<file path="config.mk">
export PLATFORM = sky130hd
export DESIGN_NAME = multichannel_adc_smoothing_filter
export DESIGN_NICKNAME = d
export VERILOG_FILES = /design/src/hdl/msf_pkg.sv /design/src/hdl/msf_ctrl.sv /design/src/hdl/msf_dp.sv /design/src/hdl/multichannel_adc_smoothing_filter.sv
export SDC_FILE = /design/constraint.sdc
export NUM_CORES = 1
export LEC_CHECK = 0
export ABC_AREA = 1
export BUFFER_PORTS_ARGS = -buffer_cell sky130_fd_sc_hd__buf_2
export CORE_MARGIN = 2
export CORE_UTILIZATION = 43
export DETAILED_ROUTE_END_ITERATION = 12
export GPL_ROUTABILITY_DRIVEN = 0
export MAX_ROUTING_LAYER = met4
export PLACE_DENSITY_LB_ADDON = 0.08
export SYNTH_ARGS = -nofsm -noshare
export SYNTH_HDL_FRONTEND = slang
export SYNTH_SLANG_ARGS = --single-unit
</file>
<file path="constraint.sdc">
create_clock -name clk -period 10.6 [get_ports clk]
set_input_delay 1.06 -clock clk [delete_from_list [all_inputs] [get_ports clk]]
set_output_delay 1.06 -clock clk [all_outputs]
set_load 0.05 [all_outputs]
</file>
<file path="src/hdl/msf_pkg.sv">
// Shared constants, types and command codes of the multichannel ADC smoothing filter.
package msf_pkg;

  // Field and register widths
  localparam int SAMPLE_BITS = 12;
  localparam int CHANNEL_W   = 3;
  localparam int RATE_W      = 16;
  localparam int MV_SCALE_W  = 22;
  localparam int MV_W        = 16;
  localparam int FRAC_W      = 16;

  // Stream bus widths
  localparam int IN_TDATA_W  = 16;
  localparam int OUT_TDATA_W = 32;

  // Configuration port
  localparam int CFG_ADDR_W  = 3;
  localparam int CFG_DATA_W  = 22;

  localparam logic [CFG_ADDR_W-1:0] CFG_FILTER_MODE = 3'd0;
  localparam logic [CFG_ADDR_W-1:0] CFG_RATE_CH0    = 3'd1;
  localparam logic [CFG_ADDR_W-1:0] CFG_RATE_CH1    = 3'd2;
  localparam logic [CFG_ADDR_W-1:0] CFG_RATE_CH2    = 3'd3;
  localparam logic [CFG_ADDR_W-1:0] CFG_RATE_CH3    = 3'd4;
  localparam logic [CFG_ADDR_W-1:0] CFG_MV_SCALE    = 3'd5;

  // Register reset values
  localparam logic                  MODE_LOWPASS    = 1'b1;
  localparam logic                  MODE_MEAN       = 1'b0;
  localparam logic [RATE_W-1:0]     RATE_CH0_RST    = 16'd13107;
  localparam logic [RATE_W-1:0]     RATE_CHN_RST    = 16'd6554;
  localparam logic [MV_SCALE_W-1:0] MV_SCALE_RST    = 22'd52813;

  // Rate registers exist for the first four channels only
  localparam int RATE_REGS   = 4;
  localparam int RATE_IDX_W  = 2;

  // Shared multiplier operand and product widths
  localparam int MUL_A_W     = 17;
  localparam int MUL_B_W     = 22;
  localparam int MUL_P_W     = MUL_A_W + MUL_B_W;

  localparam logic [MUL_A_W-1:0] ONE_Q16 = 17'h10000;
  localparam logic [MV_W-1:0]    MV_MAX  = 16'hFFFF;

  // Parameter defaults
  localparam int CHANNELS_DEF    = 4;
  localparam int BLOCK_DEPTH_DEF = 4;

  // Datapath step selected by the controller
  typedef enum logic [2:0] {
    OP_NONE,
    OP_LP_OLD,
    OP_LP_NEW,
    OP_MEAN,
    OP_SCALE
  } msf_op_t;

  typedef struct packed {
    logic    load;
    msf_op_t op;
    logic    out_load;
  } msf_cmd_t;

  typedef struct packed {
    logic invalid;
    logic lowpass;
  } msf_status_t;

endpackage

</file>
<file path="src/hdl/msf_ctrl.sv">
// Controller state machine: sequences the shared multiplier and the output register.
module msf_ctrl (
  input  logic                  clk,
  input  logic                  rst_n,
  input  logic                  in_tvalid,
  output logic                  in_tready,
  output logic                  out_tvalid,
  input  logic                  out_tready,
  input  msf_pkg::msf_status_t  status,
  output msf_pkg::msf_cmd_t     cmd
);

  typedef enum logic [2:0] {
    S_IDLE,
    S_LP_OLD,
    S_LP_NEW,
    S_MEAN,
    S_SCALE,
    S_DONE
  } state_t;

  state_t state_r, state_nxt;
  logic   out_valid_r, out_valid_nxt;

  // Next state and datapath commands
  always_comb begin
    state_nxt     = state_r;
    out_valid_nxt = out_valid_r && !out_tready;
    cmd           = '0;
    cmd.op        = msf_pkg::OP_NONE;
    case (state_r)
      S_IDLE: begin
        if (in_tvalid) begin
          cmd.load = 1'b1;
          if (status.invalid) begin
            state_nxt = S_SCALE;
          end else if (status.lowpass) begin
            state_nxt = S_LP_OLD;
          end else begin
            state_nxt = S_MEAN;
          end
        end
      end
      S_LP_OLD: begin
        cmd.op    = msf_pkg::OP_LP_OLD;
        state_nxt = S_LP_NEW;
      end
      S_LP_NEW: begin
        cmd.op    = msf_pkg::OP_LP_NEW;
        state_nxt = S_SCALE;
      end
      S_MEAN: begin
        cmd.op    = msf_pkg::OP_MEAN;
        state_nxt = S_SCALE;
      end
      S_SCALE: begin
        cmd.op    = msf_pkg::OP_SCALE;
        state_nxt = S_DONE;
      end
      S_DONE: begin
        // Hand the result over once the output register is free
        if (!out_valid_r || out_tready) begin
          cmd.out_load  = 1'b1;
          out_valid_nxt = 1'b1;
          state_nxt     = S_IDLE;
        end
      end
      default: begin
        state_nxt = S_IDLE;
      end
    endcase
  end

  // Hold state and output valid
  always_ff @(posedge clk) begin
    if (!rst_n) begin
      state_r     <= S_IDLE;
      out_valid_r <= 1'b0;
    end else begin
      state_r     <= state_nxt;
      out_valid_r <= out_valid_nxt;
    end
  end

  assign in_tready  = (state_r == S_IDLE);
  assign out_tvalid = out_valid_r;

  // One item at a time: after a transfer in, the input stays closed
  a_one_in_flight: assert property (@(posedge clk) disable iff (!rst_n)
    in_tvalid && in_tready |=> !in_tready)
    else $error("input accepted while an item is in progress");

  // Never overwrite a result that is still waiting
  a_no_overwrite: assert property (@(posedge clk) disable iff (!rst_n)
    cmd.out_load |-> !out_valid_r || out_tready)
    else $error("output register overwritten before transfer");

  // A result appears only when an item finishes
  a_valid_source: assert property (@(posedge clk) disable iff (!rst_n)
    $rose(out_valid_r) |-> $past(state_r == S_DONE))
    else $error("output valid raised outside the finishing step");

endmodule

</file>
<file path="src/hdl/msf_dp.sv">
// Datapath: configuration registers, channel state, shared multiplier and output register.
module msf_dp #(
  parameter int CHANNELS    = msf_pkg::CHANNELS_DEF,
  parameter int BLOCK_DEPTH = msf_pkg::BLOCK_DEPTH_DEF
) (
  input  logic                             clk,
  input  logic                             rst_n,
  input  logic                             cfg_we,
  input  logic [msf_pkg::CFG_ADDR_W-1:0]   cfg_addr,
  input  logic [msf_pkg::CFG_DATA_W-1:0]   cfg_data,
  input  logic [msf_pkg::CHANNEL_W-1:0]    in_channel,
  input  logic [msf_pkg::SAMPLE_BITS-1:0]  in_sample,
  input  msf_pkg::msf_cmd_t                cmd,
  output msf_pkg::msf_status_t             status,
  output logic [msf_pkg::CHANNEL_W-1:0]    out_channel,
  output logic [msf_pkg::SAMPLE_BITS-1:0]  out_filtered,
  output logic [msf_pkg::MV_W-1:0]         out_millivolts
);

  localparam int SB     = msf_pkg::SAMPLE_BITS;
  localparam int IDX_W  = (CHANNELS > 1) ? $clog2(CHANNELS) : 1;
  localparam int CNT_W  = (BLOCK_DEPTH > 1) ? $clog2(BLOCK_DEPTH) : 1;
  localparam int SUM_W  = $clog2(BLOCK_DEPTH * ((1 << SB) - 1) + 1);
  localparam int DIV_SH = $clog2(BLOCK_DEPTH);
  localparam int Q_SH   = SUM_W + DIV_SH;
  // Reciprocal of the block depth: exact floor division for any SUM_W-bit sum
  localparam logic [63:0] RECIP_FULL =
    ((64'd1 << Q_SH) + 64'(BLOCK_DEPTH) - 64'd1) / 64'(BLOCK_DEPTH);
  localparam logic [msf_pkg::MUL_B_W-1:0] RECIP = RECIP_FULL[msf_pkg::MUL_B_W-1:0];
  localparam logic [msf_pkg::CHANNEL_W:0] CH_LIM   = (msf_pkg::CHANNEL_W + 1)'(CHANNELS);
  localparam logic [msf_pkg::CHANNEL_W:0] RATE_LIM = (msf_pkg::CHANNEL_W + 1)'(msf_pkg::RATE_REGS);
  localparam logic [CNT_W-1:0] CNT_LAST = CNT_W'(BLOCK_DEPTH - 1);

  // Configuration registers
  logic                              mode_r;
  logic [msf_pkg::RATE_W-1:0]        rate_cfg_r [msf_pkg::RATE_REGS];
  logic [msf_pkg::MV_SCALE_W-1:0]    mv_scale_r;

  // Per-channel state
  logic [SB-1:0]    filt_r [CHANNELS];
  logic [SUM_W-1:0] msum_r [CHANNELS];
  logic [CNT_W-1:0] mcnt_r [CHANNELS];

  // Working registers of the item in progress
  logic [msf_pkg::CHANNEL_W-1:0] ch_r;
  logic [SB-1:0]                 x_r;
  logic [SB-1:0]                 y_r;
  logic [SUM_W-1:0]              sum_r;
  logic [CNT_W-1:0]              cnt_r;
  logic [msf_pkg::RATE_W-1:0]    rate_r;
  logic                          lp_r;
  logic                          inv_r;
  logic [msf_pkg::MUL_P_W-1:0]   prod_r;

  // Output register
  logic [msf_pkg::CHANNEL_W-1:0] out_ch_r;
  logic [SB-1:0]                 out_filt_r;
  logic [msf_pkg::MV_W-1:0]      out_mv_r;

  logic                          in_valid_ch;
  logic                          in_has_rate;
  logic [IDX_W-1:0]              in_idx;
  logic [IDX_W-1:0]              idx;
  logic [msf_pkg::MUL_A_W-1:0]   mul_a;
  logic [msf_pkg::MUL_B_W-1:0]   mul_b;
  logic                          mul_acc;
  logic [msf_pkg::MUL_P_W-1:0]   mul_p;
  logic                          block_full;
  logic [SB-1:0]                 y_src;
  logic [msf_pkg::MV_W-1:0]      mv_sat;

  assign in_valid_ch = ({1'b0, in_channel} < CH_LIM);
  assign in_has_rate = ({1'b0, in_channel} < RATE_LIM);
  assign in_idx      = in_channel[IDX_W-1:0];
  assign idx         = ch_r[IDX_W-1:0];

  assign status.invalid = !in_valid_ch;
  assign status.lowpass = (mode_r == msf_pkg::MODE_LOWPASS);

  // Write configuration registers
  always_ff @(posedge clk) begin
    if (!rst_n) begin
      mode_r        <= msf_pkg::MODE_LOWPASS;
      rate_cfg_r[0] <= msf_pkg::RATE_CH0_RST;
      rate_cfg_r[1] <= msf_pkg::RATE_CHN_RST;
      rate_cfg_r[2] <= msf_pkg::RATE_CHN_RST;
      rate_cfg_r[3] <= msf_pkg::RATE_CHN_RST;
      mv_scale_r    <= msf_pkg::MV_SCALE_RST;
    end else if (cfg_we) begin
      case (cfg_addr)
        msf_pkg::CFG_FILTER_MODE: mode_r        <= cfg_data[0];
        msf_pkg::CFG_RATE_CH0:    rate_cfg_r[0] <= cfg_data[msf_pkg::RATE_W-1:0];
        msf_pkg::CFG_RATE_CH1:    rate_cfg_r[1] <= cfg_data[msf_pkg::RATE_W-1:0];
        msf_pkg::CFG_RATE_CH2:    rate_cfg_r[2] <= cfg_data[msf_pkg::RATE_W-1:0];
        msf_pkg::CFG_RATE_CH3:    rate_cfg_r[3] <= cfg_data[msf_pkg::RATE_W-1:0];
        msf_pkg::CFG_MV_SCALE:    mv_scale_r    <= cfg_data[msf_pkg::MV_SCALE_W-1:0];
        default: ;
      endcase
    end
  end

  // Block mean completes on the last sample of a block
  assign block_full = (cnt_r == CNT_LAST);

  // Filtered value of this item, valid during the scale step
  always_comb begin
    if (inv_r) begin
      y_src = y_r;
    end else if (lp_r) begin
      y_src = prod_r[msf_pkg::FRAC_W +: SB];
    end else if (block_full) begin
      y_src = prod_r[Q_SH +: SB];
    end else begin
      y_src = y_r;
    end
  end

  // Select multiplier operands for the current step
  always_comb begin
    mul_a   = '0;
    mul_b   = '0;
    mul_acc = 1'b0;
    case (cmd.op)
      msf_pkg::OP_LP_OLD: begin
        mul_a = msf_pkg::ONE_Q16 - msf_pkg::MUL_A_W'(rate_r);
        mul_b = msf_pkg::MUL_B_W'(y_r);
      end
      msf_pkg::OP_LP_NEW: begin
        mul_a   = msf_pkg::MUL_A_W'(rate_r);
        mul_b   = msf_pkg::MUL_B_W'(x_r);
        mul_acc = 1'b1;
      end
      msf_pkg::OP_MEAN: begin
        mul_a = msf_pkg::MUL_A_W'(sum_r);
        mul_b = RECIP;
      end
      msf_pkg::OP_SCALE: begin
        mul_a = msf_pkg::MUL_A_W'(y_src);
        mul_b = mv_scale_r;
      end
      default: ;
    endcase
  end

  assign mul_p = msf_pkg::MUL_P_W'(mul_a) * msf_pkg::MUL_P_W'(mul_b)
               + (mul_acc ? prod_r : '0);

  // Load the item, run the multiplier and keep working values
  always_ff @(posedge clk) begin
    if (cmd.load) begin
      ch_r  <= in_channel;
      x_r   <= in_sample;
      inv_r <= !in_valid_ch;
      lp_r  <= (mode_r == msf_pkg::MODE_LOWPASS);
      y_r   <= in_valid_ch ? filt_r[in_idx] : '0;
      sum_r <= in_valid_ch ? msum_r[in_idx] + SUM_W'(in_sample) : '0;
      cnt_r <= in_valid_ch ? mcnt_r[in_idx] : '0;
      rate_r <= (in_valid_ch && in_has_rate) ?
                rate_cfg_r[in_channel[msf_pkg::RATE_IDX_W-1:0]] : '0;
    end
    if (cmd.op != msf_pkg::OP_NONE) begin
      prod_r <= mul_p;
    end
    if (cmd.op == msf_pkg::OP_SCALE) begin
      y_r <= y_src;
    end
  end

  // Commit the channel state at the scale step
  always_ff @(posedge clk) begin
    if (!rst_n) begin
      for (int i = 0; i < CHANNELS; i++) begin
        filt_r[i] <= '0;
        msum_r[i] <= '0;
        mcnt_r[i] <= '0;
      end
    end else if (cmd.op == msf_pkg::OP_SCALE && !inv_r) begin
      filt_r[idx] <= y_src;
      if (!lp_r) begin
        if (block_full) begin
          msum_r[idx] <= '0;
          mcnt_r[idx] <= '0;
        end else begin
          msum_r[idx] <= sum_r;
          mcnt_r[idx] <= cnt_r + CNT_W'(1);
        end
      end
    end
  end

  // Saturate the millivolt product
  assign mv_sat = (|prod_r[msf_pkg::MUL_P_W-1:msf_pkg::FRAC_W+msf_pkg::MV_W]) ?
                  msf_pkg::MV_MAX : prod_r[msf_pkg::FRAC_W +: msf_pkg::MV_W];

  // Output register
  always_ff @(posedge clk) begin
    if (cmd.out_load) begin
      out_ch_r   <= ch_r;
      out_filt_r <= y_r;
      out_mv_r   <= mv_sat;
    end
  end

  assign out_channel    = out_ch_r;
  assign out_filtered   = out_filt_r;
  assign out_millivolts = out_mv_r;

  // An invalid channel reports zeros
  a_invalid_zero: assert property (@(posedge clk) disable iff (!rst_n)
    cmd.out_load && inv_r |=> out_filtered == '0 && out_millivolts == '0)
    else $error("invalid channel produced a nonzero result");

  // The low pass never overshoots its two inputs
  a_lp_bounded: assert property (@(posedge clk) disable iff (!rst_n)
    cmd.op == msf_pkg::OP_SCALE && lp_r && !inv_r |->
      (y_src <= y_r) || (y_src <= x_r))
    else $error("low pass result outside of old value and sample");

  // A loaded block count is always short of a full block
  a_count_range: assert property (@(posedge clk) disable iff (!rst_n)
    cmd.load |=> cnt_r <= CNT_LAST)
    else $error("mean block count out of range");

endmodule

</file>
<file path="src/hdl/multichannel_adc_smoothing_filter.sv">
// Top level of the multichannel ADC smoothing filter: controller, datapath and ports.
//
// Usage:
//   Input stream: one ADC sample per transfer, in_tdata[11:0] the sample and
//   in_tuser[2:0] its channel. Output stream: one result per input transfer,
//   in the same order, out_tuser[2:0] the channel echoed, out_tdata[11:0] the
//   channel's filtered value and out_tdata[27:12] that value in millivolts.
//   Configuration: write cfg_data to register cfg_addr while cfg_we is high;
//   write only while no item is in progress.
// Sequencing:
//   One shared 17x22 multiplier does all products, so an item occupies it for
//   one to three steps: old value and new sample, then scale, in low pass mode;
//   mean, then scale, in mean mode; scale alone for a channel without state.
//   out_tvalid rises once the item finishes and the output register is free.
//   The next sample is accepted only after the item has finished.
// Reset (rst_n low, synchronous): registers take their defaults, all channel
//   values, sums and counts clear, and the output stream goes empty.
// Stall: a finished result waits in the output register; the next sample is
//   accepted and worked on meanwhile, and its result waits until the
//   register is taken.
module multichannel_adc_smoothing_filter #(
  parameter int CHANNELS    = msf_pkg::CHANNELS_DEF,
  parameter int BLOCK_DEPTH = msf_pkg::BLOCK_DEPTH_DEF
) (
  input  logic                              clk,
  input  logic                              rst_n,
  input  logic                              cfg_we,
  input  logic [msf_pkg::CFG_ADDR_W-1:0]    cfg_addr,
  input  logic [msf_pkg::CFG_DATA_W-1:0]    cfg_data,
  input  logic                              in_tvalid,
  output logic                              in_tready,
  input  logic [msf_pkg::IN_TDATA_W-1:0]    in_tdata,   // [11:0] sample, [15:12] zero
  input  logic [msf_pkg::CHANNEL_W-1:0]     in_tuser,   // [2:0] channel
  output logic                              out_tvalid,
  input  logic                              out_tready,
  output logic [msf_pkg::OUT_TDATA_W-1:0]   out_tdata,  // [11:0] filtered, [27:12] millivolts,
                                                        // [31:28] zero
  output logic [msf_pkg::CHANNEL_W-1:0]     out_tuser   // [2:0] out_channel
);

  localparam int SB     = msf_pkg::SAMPLE_BITS;
  localparam int PAD_W  = msf_pkg::OUT_TDATA_W - SB - msf_pkg::MV_W;

  msf_pkg::msf_cmd_t    cmd;
  msf_pkg::msf_status_t status;

  logic [SB-1:0]              filtered;
  logic [msf_pkg::MV_W-1:0]   millivolts;

  msf_ctrl u_ctrl (
    .clk        (clk),
    .rst_n      (rst_n),
    .in_tvalid  (in_tvalid),
    .in_tready  (in_tready),
    .out_tvalid (out_tvalid),
    .out_tready (out_tready),
    .status     (status),
    .cmd        (cmd)
  );

  msf_dp #(
    .CHANNELS    (CHANNELS),
    .BLOCK_DEPTH (BLOCK_DEPTH)
  ) u_dp (
    .clk            (clk),
    .rst_n          (rst_n),
    .cfg_we         (cfg_we),
    .cfg_addr       (cfg_addr),
    .cfg_data       (cfg_data),
    .in_channel     (in_tuser),
    .in_sample      (in_tdata[SB-1:0]),
    .cmd            (cmd),
    .status         (status),
    .out_channel    (out_tuser),
    .out_filtered   (filtered),
    .out_millivolts (millivolts)
  );

  // Pack the result fields, lowest first
  assign out_tdata = {{PAD_W{1'b0}}, millivolts, filtered};

endmodule
</file>
==> run metrics <==
R2R depth 26; dpl ws 2.82 ns; Routed WL 79700 microns; DR vias/cell 5.10; post-DR wirelength/cell 18.9 microns; most frequently used cell type in the post-synthesis netlist inv_1; post-CTS setup buffers 0; Crit path max-delay family adder cells; Buf+Inv Stages, Crit Path 4; FF-to-FF Start u_dp.cnt_r[0]$_SDFFCE_PP0P_; Hold Path Class reg2reg; CP startpoint u_dp.cnt_r[0]$_SDFFCE_PP0P_; final cycle utilization of the critical path 0.754; CP Class reg2reg; Worst Tran Pin Value 1.20 ns; Rel. slew slack 0.198; flops & latches, synth 333; area leader, netlist edfxtp_1; P_leak 0.0149 uW; Post-CTS Resized 0; slowest CP cell o21ai_2; Clock H-tree levels 2; final non-filler cell total 4222; Nets 3843; Setup crit end kind flip-flop; grt ovf 0; # fillers 6350; Yosys top cell area share 0.326; endpoints failing setup 0; Syn Area/Cell 8.69 sq um; startpoint types flip-flop; synth unique cells 51; R2R Path End u_dp.prod_r[37]$_DFFE_PP_; CTS tree yes; largest net degree at the start of global routing 57; Post-CTS Hold Buffers 0; Hold Crit Start u_dp.mv_scale_r[15]$_SDFFE_PN1P_; Fmax 125 MHz; first-pass GRT wire length 125000 microns; DR vias 21.5k; die height 260 microns; row count 93; Worst-path clk slew 0.06 ns; asr flop ratio synth 0; Setup crit end u_dp.prod_r[37]$_DFFE_PP_; CP Data Required Time 10.91 ns; CP max FO 24; most used cell, CP nand2_1; PortBufs 77; Initial Utilization 0.436; CTS buffer count 40; Cell Area, Synth 28200 sq um; post-synthesis sequential area ratio 0.345; die area 67700 sq um; CP arrival 8.30 ns; Chip Width 260 microns; max-slew violations 0; hpwl dp 62400 microns; DRT Pass-1 Iters 5; slack of the critical path 2.61 ns; Synth Area in Adders 0.293; prevailing post-synth register cell edfxtp_1; detailed-route DRC error count 0; clock tree sinks 333; gr usage total 0.253; antenna cells 0; worst skew pair latency 0.59 ns; share of layout cells above drive strength 1 0.0633; R2R Setup Slk 2.61 ns; Area Growth Syn to Fin 9.53%; post-layout min period 7.99 ns; XOR/XNOR Fraction of Synth Area 0.00652; Post-Synth Simple-Gate Area 0.177; initial antenna violation count 0; Total Negative Setup Slacks 0 ns; max-capacitance violation count 0; vias in the first global route 21.8k; Final Hold Vio Count 0; core area 64700 sq um; PD cells 147 nW/um^2; Compound-Gate Fraction of Synth Area 0.0654; largest cells by area after synthesis edfxtp_1, fa_1, inv_1; outcome complete, no violations; Top-Level Pins 86; Post-synth top cells inv_1, nand2_1, nor2_1; placed insts 4149; Routed Antenna Nets 0; clock tree root buffer cell clkbuf_16; largest family of logic cells by synthesized area adder cells; Worst path max stage delay 0.71 ns; clock buffer depth 3; Yosys Warn Count 0; Mapped Cells 3247; multiplexer share of the synthesized area 0; unrepaired setup endpoints after global routing no; maximum VDD drop 130 uV; number of enable flip-flop cells after synthesis 306; Iteration-0 DRC Markers 1722; final setup skew 0.0386 ns; critical path depth 26
==> logic make-up (layout without fill, tap and decap cells) <==
| group | after synthesis | count (layout) |
|---|---|---|
| and+or+nand+nor | 1264 | 1264 |
| buffers and inverters | 835 | 905 |
| adders and majority gates | 458 | 458 |
| AOI/OAI and AO/OA | 334 | 334 |
| DFF | 333 | 333 |
| xor gates and xnor gates | 21 | 21 |
| other | 2 | 52 |
==> worst register-to-register path, cell delays in order, from the launching register on <==
cell	delay, ns
edfxtp_1	0.39
ha_1	0.33
o21ai_2	0.71
o21ai_0	0.35
nand2_1	0.16
nand2_1	0.07
inv_1	0.40
nand2_1	0.51
nand2_1	0.21
fa_1	0.42
inv_1	0.08
fa_1	0.43
fa_1	0.52
inv_1	0.06
fa_1	0.60
fa_1	0.44
fa_1	0.51
inv_1	0.05
ha_1	0.33
a21oi_1	0.26
o21ai_0	0.18
a21oi_1	0.16
nand2_1	0.19
nand2_1	0.17
nand2_1	0.07
nand2_1	0.06
nand2_1	0.06
==> layout by cell type (no fill, tap or decap), types with 3 or more instances in the layout <==
master,n
buf_4,24
a21oi_1,114
xnor2_1,5
dfxtp_1,27
nand4_1,4
clkbuf_1,12
inv_2,16
o211ai_1,13
fa_1,338
ha_1,120
clkinv_2,6
nor2_4,4
xor2_1,16
clkbuf_16,40
o21bai_1,4
nor3_1,18
clkinv_1,12
o21ai_0,149
o21a_1,4
edfxtp_1,306
nor2_1,461
nand2_2,8
or2_2,5
a21oi_2,7
clkbuf_8,3
inv_1,707
buf_2,77
o22ai_1,23
conb_1,52
nand2_1,677
a22oi_1,3
nand3_1,75
==> worst min-delay path by stage <==
stage	to	cells after the start
final	u_dp.mv_scale_r[15]$_SDFFE_PN1P_	2
after detailed placement	u_dp.mv_scale_r[15]$_SDFFE_PN1P_	2
after global routing	u_dp.mv_scale_r[10]$_SDFFE_PN1P_	2
after global placement	u_dp.mv_scale_r[6]$_SDFFE_PN1P_	2
after floorplan	u_dp.out_channel[2]$_DFFE_PP_	0
after CTS	u_dp.mv_scale_r[15]$_SDFFE_PN1P_	2
==> registers in the layout, indices dropped and copies added, names as in the netlist, 12 cells and up <==
signal,flops
u_dp.mv_scale_r,22
u_dp.filt_r,48
u_dp.out_millivolts,16
u_dp.out_filtered,12
u_dp.rate_r,16
u_dp.sum_r,14
u_dp.rate_cfg_r,64
u_dp.prod_r,39
u_dp.y_r,12
u_dp.msum_r,56
u_dp.x_r,12
==> cell type report <==
class                           count  area [sq um]  area share
Sequential cell                   333          9730       0.315
Tap cell                          855          1070      0.0346
Timing Repair Buffer              101           566      0.0183
Clock inverter                     18           210     0.00680
Clock buffer                       55          1090      0.0352
Inverter                          731          2740      0.0887
Multi-Input combinational cell   2129         15500       0.502
==> report_power, final <==
group	internal, uW	switching (uW)
clock	779	585
combinational	470	1020
sequential	1610	84.8
total	2860	1690
==> stage by stage <==
| stage | power (uW) | utilization | hold slack [ns] | area [sq um] |
|---|---|---|---|---|
| after floorplan | 2720 | - | 0.426 | 28400 |
| after global placement | 3180 | 0.458 | 0.461 | 29600 |
| after detailed placement | 3190 | 0.458 | 0.470 | 29600 |
| after CTS | 4570 | 0.478 | 0.485 | 30900 |
| after global routing | 4840 | 0.478 | 0.504 | 30900 |
| final | 4550 | 0.478 | 0.484 | 30900 |
==> layer usage <==
layer,part of all wire,vias to the layer above,wire length (microns),global-route usage
met4,0.036,0,2870,0.0808
met2,0.45,694,35900,0.384
met5,0,-,0,-
li1,-,10000,-,-
met3,0.069,136,5530,0.0376
met1,0.44,10700,35500,0.349
Power figures use the tool's default switching activity.
